$ cat src/hdl/epsilon_neighbour_graph_builder_defines.svh
// assertion macros for the epsilon neighbour graph builder
`ifndef EPSILON_NEIGHBOUR_GRAPH_BUILDER_DEFINES_SVH
`define EPSILON_NEIGHBOUR_GRAPH_BUILDER_DEFINES_SVH

// same-cycle implication
`define ENGB_ASSERT_NOW(label, clk, rst, ante, cons, msg) \
   label: assert property (@(posedge clk) disable iff (rst) (ante) |-> (cons)) \
      else $error(msg);

// next-cycle implication
`define ENGB_ASSERT_NEXT(label, clk, rst, ante, cons, msg) \
   label: assert property (@(posedge clk) disable iff (rst) (ante) |=> (cons)) \
      else $error(msg);

`endif

$ cat src/hdl/engb_pkg.sv
// types and constants shared by the epsilon neighbour graph builder
`default_nettype none

package engb_pkg;

   localparam int POINT_IDX_W  = 3;
   localparam int DIM_IDX_W    = 2;
   localparam int COORD_IN_W   = 16;
   localparam int RADIUS_W     = 16;
   localparam int LIMIT_W      = 2 * RADIUS_W;
   localparam int POINTS_CFG_W = 4;
   localparam int DIMS_CFG_W   = 3;
   localparam int CSR_IDX_W    = 1;
   localparam int CSR_DATA_W   = 4;

   localparam logic [1:0] KIND_LOAD  = 2'd0;
   localparam logic [1:0] KIND_BUILD = 2'd1;
   localparam logic [1:0] KIND_CLEAR = 2'd2;

   localparam logic [CSR_IDX_W-1:0] CSR_POINTS_IN_USE = 1'd0;
   localparam logic [CSR_IDX_W-1:0] CSR_DIMS_IN_USE   = 1'd1;

   localparam logic [POINTS_CFG_W-1:0] POINTS_RESET = 4'd8;
   localparam logic [DIMS_CFG_W-1:0]   DIMS_RESET   = 3'd4;

   typedef struct packed {
      logic [1:0]                    kind;
      logic [POINT_IDX_W-1:0]        point_index;
      logic [DIM_IDX_W-1:0]          dim_index;
      logic signed [COORD_IN_W-1:0]  coord_value;
      logic [RADIUS_W-1:0]           radius;
   } engb_req_type;

   typedef struct packed {
      logic [POINT_IDX_W-1:0] low_vertex;
      logic [POINT_IDX_W-1:0] high_vertex;
      logic                   edge_valid;
      logic                   last;
   } engb_rsp_type;

   typedef enum logic [2:0] {
      ST_IDLE,
      ST_LIMIT,
      ST_PAIR,
      ST_ISSUE,
      ST_DRAIN,
      ST_DECIDE,
      ST_FLUSH
   } engb_state_type;

   typedef struct packed {
      logic load;
      logic clear_edges;
      logic start;
      logic acc_clear;
      logic issue;
      logic mark_edge;
      logic hold_new;
      logic emit_pending;
      logic emit_final;
   } engb_cmd_type;

   typedef struct packed {
      logic pipe_busy;
      logic pair_ok;
      logic edge_set;
      logic out_free;
      logic pend_valid;
   } engb_stat_type;

endpackage

`default_nettype wire

$ cat src/hdl/engb_ram.sv
// generic single write port ram with registered read
`default_nettype none

module engb_ram #(
   parameter int WIDTH = 16,
   parameter int DEPTH = 32
) (
   input  wire logic                       clock,
   input  wire logic                       wr_en,
   input  wire logic [$clog2(DEPTH)-1:0]   wr_addr,
   input  wire logic [WIDTH-1:0]           wr_data,
   input  wire logic [$clog2(DEPTH)-1:0]   rd_addr,
   output logic      [WIDTH-1:0]           rd_data
);

   logic [WIDTH-1:0] mem_ff [DEPTH];
   logic [WIDTH-1:0] rd_data_ff;

   always_ff @(posedge clock) begin
      if (wr_en) begin
         mem_ff[wr_addr] <= wr_data;
      end
      rd_data_ff <= mem_ff[rd_addr];
   end

   assign rd_data = rd_data_ff;

endmodule

`default_nettype wire

$ cat src/hdl/engb_datapath.sv
// coordinate store, distance pipeline, edge bits and output register
`default_nettype none

module engb_datapath #(
   parameter int MAX_POINTS  = 8,
   parameter int MAX_DIMS    = 4,
   parameter int COORD_WIDTH = 16
) (
   input  wire logic                                        clock,
   input  wire logic                                        reset,
   input  wire engb_pkg::engb_req_type                      req_data,
   input  wire engb_pkg::engb_cmd_type                      cmd,
   output engb_pkg::engb_stat_type                          stat,
   input  wire logic [$clog2(MAX_POINTS)-1:0]               rd_point_a,
   input  wire logic [$clog2(MAX_POINTS)-1:0]               rd_point_b,
   input  wire logic [((MAX_DIMS > 1) ? $clog2(MAX_DIMS) : 1)-1:0] rd_dim,
   output logic                                             rsp_valid,
   input  wire logic                                        rsp_stall,
   output engb_pkg::engb_rsp_type                           rsp_data
);

   import engb_pkg::*;

   localparam int PW     = $clog2(MAX_POINTS);
   localparam int DW     = (MAX_DIMS > 1) ? $clog2(MAX_DIMS) : 1;
   localparam int AW     = PW + DW;
   localparam int DEPTH  = 2 ** AW;
   localparam int DIFF_W = COORD_WIDTH + 1;
   localparam int CMP_W  = (DIFF_W > RADIUS_W) ? DIFF_W : RADIUS_W;
   localparam int SUM_W  = LIMIT_W + $clog2(MAX_DIMS + 1);

   // coordinate store
   logic                   load_ok;
   logic [AW-1:0]          wr_addr;
   logic [COORD_WIDTH-1:0] wr_coord;
   logic [COORD_WIDTH-1:0] coord_a;
   logic [COORD_WIDTH-1:0] coord_b;

   assign load_ok  = cmd.load && (32'(req_data.point_index) < MAX_POINTS)
                     && (32'(req_data.dim_index) < MAX_DIMS);
   assign wr_addr  = {PW'(req_data.point_index), DW'(req_data.dim_index)};
   assign wr_coord = COORD_WIDTH'(req_data.coord_value);

   engb_ram #(.WIDTH(COORD_WIDTH), .DEPTH(DEPTH)) u_ram_a (
      .clock   (clock),
      .wr_en   (load_ok),
      .wr_addr (wr_addr),
      .wr_data (wr_coord),
      .rd_addr ({rd_point_a, rd_dim}),
      .rd_data (coord_a)
   );

   engb_ram #(.WIDTH(COORD_WIDTH), .DEPTH(DEPTH)) u_ram_b (
      .clock   (clock),
      .wr_en   (load_ok),
      .wr_addr (wr_addr),
      .wr_data (wr_coord),
      .rd_addr ({rd_point_b, rd_dim}),
      .rd_data (coord_b)
   );

   // radius and squared limit
   logic [RADIUS_W-1:0] radius_ff;
   logic [LIMIT_W-1:0]  limit_ff;

   always_ff @(posedge clock) begin
      if (cmd.start) begin
         radius_ff <= req_data.radius;
      end
      limit_ff <= LIMIT_W'(32'(radius_ff) * 32'(radius_ff));
   end

   // distance pipeline
   logic signed [COORD_WIDTH-1:0] coord_a_s;
   logic signed [COORD_WIDTH-1:0] coord_b_s;
   logic signed [DIFF_W-1:0]      diff;
   logic [DIFF_W-1:0]             mag;
   logic [CMP_W-1:0]              mag_ext;
   logic                          far;

   assign coord_a_s = coord_a;
   assign coord_b_s = coord_b;
   assign diff      = DIFF_W'(coord_a_s) - DIFF_W'(coord_b_s);
   assign mag       = diff[DIFF_W-1] ? DIFF_W'(-diff) : DIFF_W'(diff);
   assign mag_ext   = CMP_W'(mag);
   assign far       = mag_ext > CMP_W'(radius_ff);

   logic                v1_ff;
   logic                v2_ff;
   logic                v3_ff;
   logic [RADIUS_W-1:0] op_ff;
   logic                far2_ff;
   logic [LIMIT_W-1:0]  prod_ff;
   logic                far3_ff;
   logic [SUM_W-1:0]    sum_ff;
   logic                fail_ff;

   always_ff @(posedge clock) begin
      if (reset) begin
         v1_ff <= 1'b0;
         v2_ff <= 1'b0;
         v3_ff <= 1'b0;
      end else begin
         v1_ff <= cmd.issue;
         v2_ff <= v1_ff;
         v3_ff <= v2_ff;
      end
   end

   always_ff @(posedge clock) begin
      op_ff   <= mag_ext[RADIUS_W-1:0];
      far2_ff <= far;
      prod_ff <= LIMIT_W'(32'(op_ff) * 32'(op_ff));
      far3_ff <= far2_ff;
      if (cmd.acc_clear) begin
         sum_ff  <= '0;
         fail_ff <= 1'b0;
      end else if (v3_ff) begin
         sum_ff  <= sum_ff + SUM_W'(prod_ff);
         fail_ff <= fail_ff | far3_ff;
      end
   end

   // edge bits
   logic [MAX_POINTS-1:0][MAX_POINTS-1:0] edge_ff;

   always_ff @(posedge clock) begin
      if (reset || cmd.clear_edges) begin
         edge_ff <= '0;
      end else if (cmd.mark_edge) begin
         edge_ff[rd_point_a][rd_point_b] <= 1'b1;
      end
   end

   // pending edge and output register
   logic                   pend_valid_ff;
   logic [POINT_IDX_W-1:0] pend_lo_ff;
   logic [POINT_IDX_W-1:0] pend_hi_ff;
   logic                   rsp_valid_ff;
   engb_rsp_type           rsp_data_ff;
   logic                   out_free;

   assign out_free = !rsp_valid_ff || !rsp_stall;

   always_ff @(posedge clock) begin
      if (reset) begin
         pend_valid_ff <= 1'b0;
      end else if (cmd.start || cmd.emit_final) begin
         pend_valid_ff <= 1'b0;
      end else if (cmd.hold_new) begin
         pend_valid_ff <= 1'b1;
      end
   end

   always_ff @(posedge clock) begin
      if (cmd.hold_new) begin
         pend_lo_ff <= POINT_IDX_W'(rd_point_a);
         pend_hi_ff <= POINT_IDX_W'(rd_point_b);
      end
   end

   always_ff @(posedge clock) begin
      if (reset) begin
         rsp_valid_ff <= 1'b0;
      end else if (cmd.emit_pending || cmd.emit_final) begin
         rsp_valid_ff <= 1'b1;
      end else if (!rsp_stall) begin
         rsp_valid_ff <= 1'b0;
      end
   end

   always_ff @(posedge clock) begin
      if (cmd.emit_pending) begin
         rsp_data_ff <= '{low_vertex: pend_lo_ff, high_vertex: pend_hi_ff,
                          edge_valid: 1'b1, last: 1'b0};
      end else if (cmd.emit_final) begin
         if (pend_valid_ff) begin
            rsp_data_ff <= '{low_vertex: pend_lo_ff, high_vertex: pend_hi_ff,
                             edge_valid: 1'b1, last: 1'b1};
         end else begin
            rsp_data_ff <= '{low_vertex: '0, high_vertex: '0,
                             edge_valid: 1'b0, last: 1'b1};
         end
      end
   end

   assign rsp_valid = rsp_valid_ff;
   assign rsp_data  = rsp_data_ff;

   assign stat.pipe_busy  = v1_ff || v2_ff || v3_ff;
   assign stat.pair_ok    = !fail_ff && (sum_ff <= SUM_W'(limit_ff));
   assign stat.edge_set   = edge_ff[rd_point_a][rd_point_b];
   assign stat.out_free   = out_free;
   assign stat.pend_valid = pend_valid_ff;

endmodule

`default_nettype wire

$ cat src/hdl/engb_controller.sv
// control state machine, pair and axis counters, configuration registers
`default_nettype none

module engb_controller #(
   parameter int MAX_POINTS = 8,
   parameter int MAX_DIMS   = 4
) (
   input  wire logic                                        clock,
   input  wire logic                                        reset,
   input  wire logic                                        req_valid,
   output logic                                             req_stall,
   input  wire engb_pkg::engb_req_type                      req_data,
   input  wire logic                                        csr_we,
   input  wire logic [engb_pkg::CSR_IDX_W-1:0]              csr_index,
   input  wire logic [engb_pkg::CSR_DATA_W-1:0]             csr_wdata,
   output engb_pkg::engb_cmd_type                           cmd,
   input  wire engb_pkg::engb_stat_type                     stat,
   output logic [$clog2(MAX_POINTS)-1:0]                    rd_point_a,
   output logic [$clog2(MAX_POINTS)-1:0]                    rd_point_b,
   output logic [((MAX_DIMS > 1) ? $clog2(MAX_DIMS) : 1)-1:0] rd_dim
);

   import engb_pkg::*;

   localparam int PW  = $clog2(MAX_POINTS);
   localparam int DW  = (MAX_DIMS > 1) ? $clog2(MAX_DIMS) : 1;
   localparam int PCW = $clog2(MAX_POINTS + 1);
   localparam int DCW = $clog2(MAX_DIMS + 1);

   // configuration registers
   logic [POINTS_CFG_W-1:0] points_ff;
   logic [DIMS_CFG_W-1:0]   dims_ff;

   always_ff @(posedge clock) begin
      if (reset) begin
         points_ff <= POINTS_RESET;
         dims_ff   <= DIMS_RESET;
      end else if (csr_we) begin
         unique case (csr_index)
            CSR_POINTS_IN_USE: points_ff <= csr_wdata[POINTS_CFG_W-1:0];
            CSR_DIMS_IN_USE:   dims_ff   <= csr_wdata[DIMS_CFG_W-1:0];
            default:           points_ff <= points_ff;
         endcase
      end
   end

   // state and counters
   engb_state_type state_ff, state_in;
   logic [PW-1:0]  i_ff, i_in;
   logic [PW-1:0]  j_ff, j_in;
   logic [DW-1:0]  d_ff, d_in;
   logic [PCW-1:0] np_ff, np_in;
   logic [DCW-1:0] nd_ff, nd_in;

   always_ff @(posedge clock) begin
      if (reset) begin
         state_ff <= ST_IDLE;
      end else begin
         state_ff <= state_in;
      end
      i_ff  <= i_in;
      j_ff  <= j_in;
      d_ff  <= d_in;
      np_ff <= np_in;
      nd_ff <= nd_in;
   end

   logic accept;
   logic more_j;
   logic more_i;
   logic more_d;
   logic new_edge;
   logic blocked;

   assign accept   = req_valid && !req_stall;
   assign more_j   = (PCW'(j_ff) + PCW'(1)) < np_ff;
   assign more_i   = (PCW'(i_ff) + PCW'(2)) < np_ff;
   assign more_d   = (DCW'(d_ff) + DCW'(1)) < nd_ff;
   assign new_edge = !stat.edge_set && stat.pair_ok;
   assign blocked  = new_edge && stat.pend_valid && !stat.out_free;

   // next state
   always_comb begin
      state_in = state_ff;
      i_in     = i_ff;
      j_in     = j_ff;
      d_in     = d_ff;
      np_in    = np_ff;
      nd_in    = nd_ff;
      unique case (state_ff)
         ST_IDLE: begin
            if (accept && req_data.kind == KIND_BUILD) begin
               state_in = ST_LIMIT;
               i_in     = '0;
               j_in     = PW'(1);
               np_in    = (32'(points_ff) > MAX_POINTS) ? PCW'(MAX_POINTS) : PCW'(points_ff);
               nd_in    = (32'(dims_ff) > MAX_DIMS) ? DCW'(MAX_DIMS) : DCW'(dims_ff);
            end
         end
         ST_LIMIT: begin
            state_in = (np_ff < PCW'(2)) ? ST_FLUSH : ST_PAIR;
         end
         ST_PAIR: begin
            d_in     = '0;
            state_in = (nd_ff == '0) ? ST_DRAIN : ST_ISSUE;
         end
         ST_ISSUE: begin
            if (more_d) begin
               d_in = d_ff + DW'(1);
            end else begin
               state_in = ST_DRAIN;
            end
         end
         ST_DRAIN: begin
            if (!stat.pipe_busy) begin
               state_in = ST_DECIDE;
            end
         end
         ST_DECIDE: begin
            if (!blocked) begin
               priority if (more_j) begin
                  j_in     = j_ff + PW'(1);
                  state_in = ST_PAIR;
               end else if (more_i) begin
                  i_in     = i_ff + PW'(1);
                  j_in     = PW'(PCW'(i_ff) + PCW'(2));
                  state_in = ST_PAIR;
               end else begin
                  state_in = ST_FLUSH;
               end
            end
         end
         ST_FLUSH: begin
            if (stat.out_free) begin
               state_in = ST_IDLE;
            end
         end
         default: state_in = ST_IDLE;
      endcase
   end

   // outputs
   always_comb begin
      cmd       = '0;
      req_stall = 1'b1;
      unique case (state_ff)
         ST_IDLE: begin
            req_stall       = 1'b0;
            cmd.load        = accept && req_data.kind == KIND_LOAD;
            cmd.clear_edges = accept && req_data.kind == KIND_CLEAR;
            cmd.start       = accept && req_data.kind == KIND_BUILD;
         end
         ST_LIMIT: begin
            cmd = '0;
         end
         ST_PAIR: begin
            cmd.acc_clear = 1'b1;
         end
         ST_ISSUE: begin
            cmd.issue = 1'b1;
         end
         ST_DRAIN: begin
            cmd = '0;
         end
         ST_DECIDE: begin
            if (new_edge && !blocked) begin
               cmd.mark_edge    = 1'b1;
               cmd.hold_new     = 1'b1;
               cmd.emit_pending = stat.pend_valid;
            end
         end
         ST_FLUSH: begin
            cmd.emit_final = stat.out_free;
         end
         default: cmd = '0;
      endcase
   end

   assign rd_point_a = i_ff;
   assign rd_point_b = j_ff;
   assign rd_dim     = d_ff;

endmodule

`default_nettype wire

$ cat src/hdl/epsilon_neighbour_graph_builder.sv
// Epsilon neighbour graph builder. Load items write one coordinate each and clear items
// drop all edges. A build item scans every pair i<j of the points in use, reading one
// axis of both points per cycle from two copies of the coordinate store into a pipeline
// of subtract, square and accumulate. Each newly added edge leaves as one word, the
// final word of a build flagged last, or a single no-edge word when nothing was added.
// No new item is taken during a build.
`default_nettype none

`include "epsilon_neighbour_graph_builder_defines.svh"

module epsilon_neighbour_graph_builder #(
   parameter int MAX_POINTS  = 8,
   parameter int MAX_DIMS    = 4,
   parameter int COORD_WIDTH = 16
) (
   input  wire logic                              clock,
   input  wire logic                              reset,
   input  wire logic                              req_valid,
   output logic                                   req_stall,
   input  wire engb_pkg::engb_req_type            req_data,
   output logic                                   rsp_valid,
   input  wire logic                              rsp_stall,
   output engb_pkg::engb_rsp_type                 rsp_data,
   input  wire logic                              csr_we,
   input  wire logic [engb_pkg::CSR_IDX_W-1:0]    csr_index,
   input  wire logic [engb_pkg::CSR_DATA_W-1:0]   csr_wdata
);

   import engb_pkg::*;

   localparam int PW = $clog2(MAX_POINTS);
   localparam int DW = (MAX_DIMS > 1) ? $clog2(MAX_DIMS) : 1;

   engb_cmd_type  cmd;
   engb_stat_type stat;
   logic [PW-1:0] rd_point_a;
   logic [PW-1:0] rd_point_b;
   logic [DW-1:0] rd_dim;

   engb_controller #(
      .MAX_POINTS (MAX_POINTS),
      .MAX_DIMS   (MAX_DIMS)
   ) u_controller (
      .clock      (clock),
      .reset      (reset),
      .req_valid  (req_valid),
      .req_stall  (req_stall),
      .req_data   (req_data),
      .csr_we     (csr_we),
      .csr_index  (csr_index),
      .csr_wdata  (csr_wdata),
      .cmd        (cmd),
      .stat       (stat),
      .rd_point_a (rd_point_a),
      .rd_point_b (rd_point_b),
      .rd_dim     (rd_dim)
   );

   engb_datapath #(
      .MAX_POINTS  (MAX_POINTS),
      .MAX_DIMS    (MAX_DIMS),
      .COORD_WIDTH (COORD_WIDTH)
   ) u_datapath (
      .clock      (clock),
      .reset      (reset),
      .req_data   (req_data),
      .cmd        (cmd),
      .stat       (stat),
      .rd_point_a (rd_point_a),
      .rd_point_b (rd_point_b),
      .rd_dim     (rd_dim),
      .rsp_valid  (rsp_valid),
      .rsp_stall  (rsp_stall),
      .rsp_data   (rsp_data)
   );

   `ENGB_ASSERT_NOW(a_emit_free, clock, reset, cmd.emit_pending || cmd.emit_final, stat.out_free, "word pushed into a full output register")
   `ENGB_ASSERT_NOW(a_mark_new, clock, reset, cmd.mark_edge, !stat.edge_set && stat.pair_ok && !stat.pipe_busy, "edge marked without a passing distance")
   `ENGB_ASSERT_NEXT(a_build_busy, clock, reset, req_valid && !req_stall && req_data.kind == KIND_BUILD, req_stall, "input taken during a build")

endmodule

`default_nettype wire
$ cat config.mk
export PLATFORM = sky130hd
export DESIGN_NAME = epsilon_neighbour_graph_builder
export DESIGN_NICKNAME = d
export VERILOG_FILES = /design/src/hdl/engb_pkg.sv /design/src/hdl/engb_ram.sv /design/src/hdl/engb_datapath.sv /design/src/hdl/engb_controller.sv /design/src/hdl/epsilon_neighbour_graph_builder.sv
export VERILOG_INCLUDE_DIRS = /design/src /design/src/hdl
export SDC_FILE = /design/constraint.sdc
export NUM_CORES = 2
export LEC_CHECK = 0
export BUFFER_PORTS_ARGS = -buffer_cell sky130_fd_sc_hd__buf_2
export CAP_MARGIN = 25
export CORE_ASPECT_RATIO = 1.25
export CORE_MARGIN = 5
export CORE_UTILIZATION = 56
export CTS_CLUSTER_DIAMETER = 200
export CTS_CLUSTER_SIZE = 12
export DETAILED_ROUTE_END_ITERATION = 10
export PLACE_DENSITY = 0.74
export SLEW_MARGIN = 20
export SYNTH_ARGS = -nofsm -noshare
export SYNTH_HDL_FRONTEND = slang
export SYNTH_HIERARCHICAL = 1
export SYNTH_SLANG_ARGS = --single-unit
$ cat constraint.sdc
create_clock -name clock -period 5.65 [get_ports clock]
set_clock_uncertainty 0.15 [all_clocks]
set_input_delay 0.565 -clock clock [delete_from_list [all_inputs] [get_ports clock]]
set_output_delay 0.565 -clock clock [all_outputs]
set_load 0.02 [all_outputs]
==> impl_metrics.env <==
export IMPL_drcViolationCount=0
export IMPL_dr_first_iter_drc_count=2879
export IMPL_syn_avg_cell_area_um2=13.0
export IMPL_vias_per_cell=5.80
export IMPL_ant_nets=0
export IMPL_placement_setup_worst_slack_ps=-369
export IMPL_drt_pass1_iterations=8
export IMPL_critPathKind="flop to flop"
export IMPL_die_w_um=321
export IMPL_synth_edf_count=1067
export IMPL_critPathArrivalTime_ps=6350
export IMPL_rsz0062_at_grt="yes"
export IMPL_die_area_um2=128000
export IMPL_fp_coreArea_um2=120000
export IMPL_status="finished with violations"
export IMPL_grt_max_degree=129
export IMPL_syn_area_um2=67600
export IMPL_drv_slew=0
export IMPL_clkTransAtPathRegs_ps=70
export IMPL_hold_path_class="primary input to flop"
export IMPL_holdWs_ps=75.7
export IMPL_layout_drive_gt1_share=0.147
export IMPL_gp_congestion=0.860
export IMPL_required_ps=6090
export IMPL_setup_slack_ps=-254
export IMPL_cts_sinks=1296
export IMPL_fin_nets=6240
export IMPL_tns_ps=-2100
export IMPL_clock_latency_ps=730
export IMPL_synthDistinctLibCells=112
export IMPL_cts_buffer_depth=3
export IMPL_grt_pass1_wl_um=241000
export IMPL_maxCapViolations=0
export IMPL_grt_usage=0.243
export IMPL_tritoncts="done"
export IMPL_fin_crit_ps=5900
export IMPL_htree_levels=3
export IMPL_vias=41779
export IMPL_avgRoutedWirePerCell_um=21.8
export IMPL_overflow=0
export IMPL_violations="setup timing"
export IMPL_critPathLaunchType="flop"
export IMPL_finalSetupViolations=18
export IMPL_die_h_um=399
export IMPL_antenna_found_initial=4
export IMPL_async_flop_share=0
export IMPL_syn_num_nets=5880
export IMPL_grt_pass1_vias=43342
export IMPL_dp_hpwl_um=104000
export IMPL_drt_wl_total_um=157000
export IMPL_final_cell_mix="edfxtp_1, inv_1, mux2i_1"
export IMPL_ys_warn_count=6
export IMPL_ys_ff_latch=1296
export IMPL_ys_seq_area_frac=0.541
export IMPL_port_buffer_count=58
export IMPL_synth_cells=5194
export IMPL_critical_path_max_fanout=4
export IMPL_cts_buffers=117
export IMPL_hold_viol_final=0
export IMPL_synth_flop_cell="edfxtp_1"
export IMPL_root_buffer="clkbuf_16"
export IMPL_fp_row_count=142
export IMPL_io_pins=59
export IMPL_cp_end_kind="flop"
export IMPL_final_common_cell="edfxtp_1"
export IMPL_slew_headroom=0.285
export IMPL_max_freq_ghz=0.169
export IMPL_timing_final_crit_share=1.04
export IMPL_area_growth_pct=12.3
export IMPL_tightest_slew_ps=1070
export IMPL_initial_core_util=0.564
-- repair_timing --
action,in CTS,in global routing
resized for setup,104,81
buffers inserted,22,15
endpoints found under the setup margin,29,33
pin swaps,86,61
endpoints found under the hold margin,22,0
hold buffers,23,0
-- final timing paths --
| path | slack [ps] | cells past startpoint | end | startpoint |
|---|---|---|---|---|
| setup reg to reg | -250 | 21 | u_datapath/limit_ff[24]$_DFF_P_ | u_datapath/radius_ff[9]$_DFFE_PP_ |
| setup / recovery | -250 | 21 | u_datapath/limit_ff[24]$_DFF_P_ | u_datapath/radius_ff[9]$_DFFE_PP_ |
| hold reg to reg | 180 | 0 | u_datapath/far3_ff$_DFF_P_ | u_datapath/far2_ff$_DFF_P_ |
| hold / removal | 80 | 3 | u_datapath/rsp_valid$_SDFFE_PP0P_ | rsp_stall |
-- critical path, stage by stage, from the launching register on --
cell      delay (ps)
edfxtp_1         470
buf_4            180
inv_2             50
nor2_2            40
fa_1             530
inv_1             50
fa_1             470
inv_1             50
fa_1             550
fa_1             440
fa_1             490
fa_1             570
ha_4             210
a21o_1           170
a21o_1           170
a21o_1           170
a21oi_2          130
o21bai_2         110
buf_4            160
a211oi_1         300
o21ai_0          170
xor2_1           160
-- cell type report --
cell class	instances	area [um2]
tap	1584	1980
multi-input combinational	3087	28200
clock buffer	171	3150
clock inverter	5	123
sequential	1296	36700
antenna	4	10.0
inverter	588	2230
fill	8911	44000
timing repair buffer	464	3620
-- synthesized netlist by cell type (5+ instances only) --
| master | n | area share |
|---|---|---|
| o21bai_1 | 17 | 0.0019 |
| nand2_1 | 281 | 0.016 |
| a31o_2 | 5 | 0.00065 |
| and2_1 | 66 | 0.0061 |
| a22o_1 | 65 | 0.0084 |
| a211o_1 | 5 | 0.00065 |
| a21o_1 | 68 | 0.0075 |
| a31oi_1 | 58 | 0.0054 |
| buf_4 | 44 | 0.0049 |
| edfxtp_1 | 1067 | 0.47 |
| xor2_1 | 38 | 0.0049 |
| and3_1 | 19 | 0.0018 |
| or2_2 | 10 | 0.00092 |
| o21ai_1 | 6 | 0.00044 |
| dfxtp_1 | 229 | 0.068 |
| nand3b_1 | 19 | 0.0021 |
| buf_8 | 12 | 0.0027 |
| o22ai_1 | 6 | 0.00055 |
| or3b_2 | 8 | 0.0010 |
| nor2b_1 | 42 | 0.0039 |
| o211ai_1 | 7 | 0.00078 |
| a211oi_1 | 11 | 0.0012 |
| a22oi_1 | 128 | 0.014 |
| clkbuf_1 | 96 | 0.0053 |
| mux4_2 | 11 | 0.0037 |
| nand2b_1 | 34 | 0.0031 |
| and4_1 | 5 | 0.00065 |
| nand4_1 | 49 | 0.0045 |
| nand3_1 | 101 | 0.0075 |
| a311oi_1 | 5 | 0.00065 |
| o21a_1 | 16 | 0.0018 |
| o21ai_0 | 52 | 0.0038 |
| or3_1 | 9 | 0.00083 |
| a21oi_1 | 227 | 0.017 |
| fa_1 | 326 | 0.096 |
| mux2i_1 | 539 | 0.080 |
| buf_12 | 10 | 0.0030 |
| buf_2 | 42 | 0.0031 |
| ha_1 | 311 | 0.058 |
| buf_6 | 14 | 0.0023 |
| xnor2_1 | 81 | 0.010 |
| nor2_1 | 297 | 0.016 |
| inv_1 | 584 | 0.032 |
| nor3_1 | 53 | 0.0039 |
-- kinds of logic after synthesis --
family                     Yosys count  synth area share
AOI/OAI and AO/OA                  746            0.0767
xor gates and xnor gates           121            0.0159
adders and majority gates          637             0.154
buffers and inverters              811            0.0543
DFF                               1296             0.541
muxes                              555            0.0842
and+or+nand+nor                   1028            0.0735
-- stage by stage --
step	std cells	util	cell area, um2
final	7199	0.633	76000
after global routing	7195	0.633	75900
after CTS	7181	0.630	75500
after detailed placement	6963	0.596	71500
after global placement	6962	0.596	71500
after floorplan	5194	-	68100
-- routing by layer --
| metal | global-route usage | routed length, um | vias to the layer above |
|---|---|---|---|
| li1 | - | - | 19175 |
| met1 | 0.289 | 58200 | 20929 |
| met2 | 0.447 | 83000 | 1335 |
| met3 | 0.0280 | 8860 | 338 |
| met4 | 0.106 | 7180 | 2 |
| met5 | 0 | 13 | - |
-- registers in the layout (all words and copies together) (netlist names), 4 cells and up --
register	flops
u_datapath/u_ram_a/mem_ff	512
u_datapath/u_ram_b/mem_ff	512
u_datapath/sum_ff	35
u_controller/np_ff	4
u_datapath/op_ff	16
u_datapath/rsp_data	8
u_datapath/u_ram_a/rd_data	16
u_datapath/edge_ff	64
u_datapath/prod_ff	31
u_datapath/limit_ff	31
u_datapath/u_ram_b/rd_data	16
u_datapath/radius_ff	16
u_controller/points_ff	4
Power is left out: the tool's default activity adds up to more than one toggle a clock period on the data nets, which glitch-free logic cannot reach.
